File: src/rtl/core/baro_sensor_compensation_assert.svh
// assertion macros shared by the compensation rtl
`ifndef BARO_SENSOR_COMPENSATION_ASSERT_SVH
`define BARO_SENSOR_COMPENSATION_ASSERT_SVH

// same-cycle implication, clocked on clk, off during reset
`define BSC_ASSERT_IMPLY(lbl, ante, cons) \
    lbl: assert property (@(posedge clk) disable iff (!rst_n) (ante) |-> (cons)) \
        else $error("implication check failed");

// next-cycle implication, clocked on clk, off during reset
`define BSC_ASSERT_NEXT(lbl, ante, cons) \
    lbl: assert property (@(posedge clk) disable iff (!rst_n) (ante) |=> (cons)) \
        else $error("next-cycle check failed");

`endif

File: src/rtl/core/bsc_pkg.sv
// types, constants and helpers of the barometric sensor compensation
`default_nettype none
package bsc_pkg;

    localparam logic [1:0] CFG_WORD_A = 2'd0;
    localparam logic [1:0] CFG_WORD_B = 2'd1;
    localparam logic [1:0] CFG_WORD_C = 2'd2;

    localparam int DIV_CELLS = 32;

    localparam logic signed [14:0] TEMP_MIN = -15'sd4000;
    localparam logic signed [14:0] TEMP_MAX = 15'sd8500;
    localparam logic [31:0] PRESS_MAX = 32'd131071;

    typedef struct packed {
        logic [31:0]        rem;
        logic [31:0]        num;
        logic [31:0]        quo;
        logic [31:0]        den;
        logic signed [14:0] temp;
        logic               dbl;
        logic               inv;
    } div_t;

    function automatic logic [31:0] mul32(input logic [31:0] a, input logic [31:0] b);
        logic [63:0] prod;
        prod = a * b;
        return prod[31:0];
    endfunction

    function automatic logic [31:0] asr32(input logic [31:0] x, input int unsigned s);
        logic signed [31:0] sx;
        sx = $signed(x) >>> s;
        return $unsigned(sx);
    endfunction

    function automatic logic [31:0] coef_u(input logic [63:0] w, input int unsigned k);
        return {16'd0, w[16*k +: 16]};
    endfunction

    function automatic logic [31:0] coef_s(input logic [63:0] w, input int unsigned k);
        return {{16{w[16*k+15]}}, w[16*k +: 16]};
    endfunction

endpackage
`default_nettype wire

File: src/rtl/core/bsc_div_cell.sv
// one restoring-division cell: one quotient bit per cell
`default_nettype none
module bsc_div_cell (
    input  logic          clk,
    input  logic          rst_n,
    input  logic          en,
    input  logic          vld_in,
    input  bsc_pkg::div_t d_in,
    output logic          vld_out,
    output bsc_pkg::div_t d_out
);
    import bsc_pkg::*;

    logic [32:0] sh;
    logic [32:0] diff;
    div_t        data_next;
    div_t        data_reg;
    logic        vld_reg;

    always_comb
    begin
        sh = {d_in.rem, d_in.num[31]};
        diff = sh - {1'b0, d_in.den};
        data_next = d_in;
        data_next.num = {d_in.num[30:0], 1'b0};
        if (!diff[32])
        begin
            data_next.rem = diff[31:0];
            data_next.quo = {d_in.quo[30:0], 1'b1};
        end
        else
        begin
            data_next.rem = sh[31:0];
            data_next.quo = {d_in.quo[30:0], 1'b0};
        end
    end

    always_ff @(posedge clk or negedge rst_n)
    begin
        if (!rst_n)
            vld_reg <= 1'b0;
        else if (en)
            vld_reg <= vld_in;
    end

    always_ff @(posedge clk)
    begin
        if (en)
            data_reg <= data_next;
    end

    assign vld_out = vld_reg;
    assign d_out   = data_reg;

endmodule
`default_nettype wire

File: config.mk
export PLATFORM = sky130hd
export DESIGN_NAME = bsc_div_cell
export DESIGN_NICKNAME = d
export VERILOG_FILES = /design/src/rtl/core/baro_sensor_compensation_assert.svh /design/src/rtl/core/bsc_pkg.sv /design/src/rtl/core/bsc_div_cell.sv
export SDC_FILE = /design/constraint.sdc
export NUM_CORES = 1
export LEC_CHECK = 0
export BUFFER_PORTS_ARGS = -buffer_cell sky130_fd_sc_hd__buf_2
export CAP_MARGIN = 20
export CELL_PAD_IN_SITES_DETAIL_PLACEMENT = 1
export CELL_PAD_IN_SITES_GLOBAL_PLACEMENT = 1
export CORE_MARGIN = 5
export CORE_UTILIZATION = 33
export DETAILED_ROUTE_END_ITERATION = 8
export GPL_ROUTABILITY_DRIVEN = 0
export PLACE_DENSITY_LB_ADDON = 0.1
export SETUP_SLACK_MARGIN = 0.15
export SYNTH_ARGS = -nofsm -noshare
export SYNTH_HDL_FRONTEND = slang
export SYNTH_SLANG_ARGS = --single-unit
File: constraint.sdc
create_clock -name clk -period 0.8 [get_ports clk]
set_input_delay 0.08 -clock clk [delete_from_list [all_inputs] [get_ports clk]]
set_output_delay 0.08 -clock clk [all_outputs]
set_load 0.02 [all_outputs]
## After elaboration in Yosys (flattened, before gate mapping)

Index checks and enable logic that the tools add are counted.

| cells by class | value |
|---|---|
| $add $sub $neg | 1 |
| multiply operators | 0 |
| divide/modulo/power cells | 0 |
| magnitude comparators | 0 |
| eq/ne operators | 0 |
| shifts and indexed selects | 0 |
| mux-type cells | 2 |
| bitwise gates (word level) | 0 |
| reductions and logical operators | 0 |

Operators with widths:

| operator | count |
|---|---|
| $sub 33x32->33 | 1 |
| $mux 32 | 1 |
| $mux 1 | 1 |

| storage, ports and cells | value |
|---|---|
| flip-flop bits (word level) | 145 |
| latch bits | 0 |
| bits in writable memories | 0 |
| ROM bits | 0 |
| bits of input ports | 149 |
| output and inout port bits | 146 |
| word-level logic and storage cells | 11 |
| memories kept | 0 |

## Depth between registers and ports, before layout

| logic depth | value |
|---|---|
| word-level depth | 2 |
| gate-level depth with buffers | 13 |
| gate-level depth less buffers | 12 |

## Worst setup path after synthesis

OpenSTA, ideal clock, no wires.

| timing path | value |
|---|---|
| kind | input port to flip-flop |
| start | in d_in[33] (netlist name) |
| end | reg data_reg (netlist bit d_out[116]), data pin |
| library setup time | 260 ps |
| data arrival time | 2351 ps |
| required time | 540 ps |
| slack | -1812 ps |
| cell stages on the path | 12 |
| path buffers | 2 |
| cells stage by stage | inv_1 -> ha_1 -> buf_6 -> a21oi_4 -> o211ai_1 -> a221o_1 -> a211o_1 -> o21a_1 -> o211ai_4 -> inv_2 -> buf_6 -> mux2_4 |

RTL lines:

| what | RTL line | RTL |
|---|---|---|
| from (decl) | bsc_div_cell.sv:8 | `input bsc_pkg::div_t d_in,` |
| to (signal assigned) | bsc_div_cell.sv:49 | `data_reg <= data_next;` |
| to (decl) | bsc_div_cell.sv:17 | `div_t data_reg;` |

==> impl_metrics.py <==
metrics = {
    "outcome": {
        "outcome": "finished, violations left",
        "violations": "negative hold slack, negative setup slack",
    },
    "cts": {
        "clk_pin_slew_ps": 70,
        "clock_latency_ps": 430,
        "cts_max_path_buffers": 2,
        "htreeDepth": 4,
        "clockRootBuffer": "clkbuf_16",
        "cts_hold_buf": 112,
        "cts_tree": "done",
        "cts_buffers": 17,
        "cts.sinks": 145,
    },
    "sta": {
        "finalCriticalPeriod_ps": 2260,
        "setup_viol": 179,
        "fin_worst_skew_ps": 0,
        "rsz0062_at_grt": "true",
        "timing.final.crit_share_pct": 282,
        "fin_ws_ps": -1460,
        "drv_slew": 0,
        "hold_violations": 11,
        "timing.fmax_ghz": 0.443,
        "fin_worst_hold_slack_ps": -62.5,
    },
    "die": {
        "rows": 52,
        "die_area_um2": 23700,
        "boundaryPins": 295,
        "start_util_pct": 33.6,
        "core_um2": 20300,
        "fp.dieW_um": 154,
        "die_height_um": 154,
    },
    "drt": {
        "drt-total-wl_mm": 31.8,
        "vias": 6607,
        "vias_per_cell": 4.86,
        "ant_nets": 0,
        "drtIter0Drc": 313,
        "avgRoutedWirePerCell_um": 23.4,
        "drc": 0,
        "drt-pass1-iter-count": 4,
    },
    "worst_setup_path": {
        "cp_data_arrival_time_ps": 2440,
        "worstPathRequired_ps": 980,
        "crit_chain": "buf_2, inv_1, ha_2, a21oi_4, o211ai_1, a221o_1, a211o_1, o21a_1, o211ai_4, inv_4, buf_12, buf_12, mux2_4",
        "slowest_stage": "a221o_1",
        "crit_type": "in -> reg",
        "cp-end-kind": "flip-flop",
        "cp_common_cell": "buf_12",
        "path_max_fanout": 7,
        "worst-path-buf-inv": 5,
        "cp-start-kind": "primary input",
        "critPathTopFamily": "compound AO/OA/AOI/OAI gates",
        "cp_slowest_stage_delay_ps": 370,
    },
    "job": {
        "cap_violations": 0,
    },
    "yosys": {
        "synth-edff-count": 144,
        "async_reset_ff_share_pct": 0.690,
        "synth_cells": 508,
        "synth_cell_type_count": 53,
        "synth_top_area_share_pct": 63.4,
        "syn_area_um2": 6830,
        "syn_nets": 690,
        "ys_top_cells_by_area": "edfxtp_1, ha_1, mux2_4",
        "yosysWarnings": 0,
        "ys_ff_latch": 145,
        "syn_area_per_cell_um2": 13.4,
        "synthFlopType": "edfxtp_1",
        "seq_area_frac_synth_pct": 63.7,
        "synth_area_leader_cell": "edfxtp_1",
    },
    "place": {
        "preCtsSetupSlack_ps": -2120,
        "port_buffers": 292,
        "dp_hpwl_mm": 19.6,
        "numPlacedInstances": 1201,
    },
    "global_routing": {
        "antenna_found_initial": 5,
        "grt_first_pass_wirelength_mm": 44.7,
        "overflow": 0,
        "grt_max_degree": 29,
        "gr-usage-all-layers_pct": 24.7,
        "grt_pass1_vias": 7327,
    },
    "pwr": {
        "p_per_area_nw_per_um2": 2040,
        "power.leakage_nw": 5.73,
        "ir_drop_uv": 1600,
        "power_mw": 25.9,
    },
    "final_layout": {
        "layout-drive-gt1-share_pct": 49.6,
        "layout_common_cells": "buf_2, edfxtp_1, buf_4",
        "layout.cells.most_common": "buf_2",
        "instances_no_fill": 1359,
        "fin_util_pct": 62.6,
        "area_growth_pct": 86.1,
        "final_nets": 1255,
    },
    "hold_path": {
        "min_path_type": "in -> reg",
    },
}
sequential cells by signal, summed over array words and instances, names as in the netlist:
signal,cells
vld_out,1
d_out,144
cell families after synthesis:
logic type	count (synthesis)	synth area share (%)
compound gates	120	11.7
xor+xnor	24	3.08
fa+ha+maj	33	6.16
buf+inv	58	3.59
flops	145	63.7
mux	19	4.12
other cells	1	0.0549
simple gates	108	7.59
through the flow:
step / instance area (um^2) / setup TNS [ps]
after global placement: 9840 / -63600
after CTS: 12400 / -83800
after floorplan: 6950 / -52000
final: 12700 / -84620
after global routing: 12700 / -91900
after detailed placement: 9840 / -65890
layout make-up:
| cell class | count | area (um^2) |
|---|---|---|
| diodes | 3 | 7.51 |
| clock buffers | 17 | 425 |
| clock inverters | 15 | 190 |
| fillers | 2101 | 7600 |
| inverters | 42 | 168 |
| multi-input cells | 305 | 2460 |
| flip-flops and latches | 145 | 4350 |
| well taps | 270 | 338 |
| repair buffers | 562 | 4760 |
per-layer routing:
metal | GRT usage (%) | share of wire, % | vias to the layer above
met5 | 0 | 0.050 | -
met3 | 5.76 | 5.7 | 48
met1 | 29.1 | 38 | 3255
met4 | 8.33 | 2.3 | 4
li1 | - | - | 3041
met2 | 44.2 | 53 | 259
synthesized netlist by cell type (4+ instances only):
master / count
a21oi_1: 34
nand2_1: 44
nor2b_1: 5
o21bai_1: 5
o211ai_1: 8
xor2_1: 10
a211oi_1: 4
a21o_1: 15
nor2_1: 16
edfxtp_1: 144
nand2b_1: 5
xnor2_1: 14
inv_1: 41
o21ai_0: 24
ha_1: 32
and3_1: 6
nand4_1: 7
mux2_4: 18
nand3_1: 11
o31ai_1: 5
nor3_1: 4
clkbuf_1: 11
o21a_1: 6
repair_timing:
| action | in CTS | in global routing |
|---|---|---|
| hold endpoints to repair | 127 | 12 |
| gates cloned | 2 | 0 |
| gates resized for setup | 195 | 101 |
| setup buffers | 9 | 0 |
| endpoints found under the setup margin | 179 | 179 |
| pin swaps | 12 | 6 |
report_power, final:
part | leakage [nW] | switching [mW] | internal, mW
Sequential | 1.42 | 0.415 | 9.27
Combinational | 4.00 | 3.67 | 3.93
Clock | 0.305 | 3.89 | 4.78
worst paths after layout:
check / to / slack (ps) / start / cells after the start
max: d_out[129] / -1460 / d_in[29] / 13
min: d_out[32] / -60 / d_in[32] / 2
max reg2reg: vld_out / -20 / vld_out / 1
min reg2reg: vld_out / 590 / vld_out / 1
max in group asynchronous: vld_out / 120 / rst_n / 3
min in group asynchronous: vld_out / 550 / rst_n / 3
Note: power is estimated with default switching activity, not from simulation.
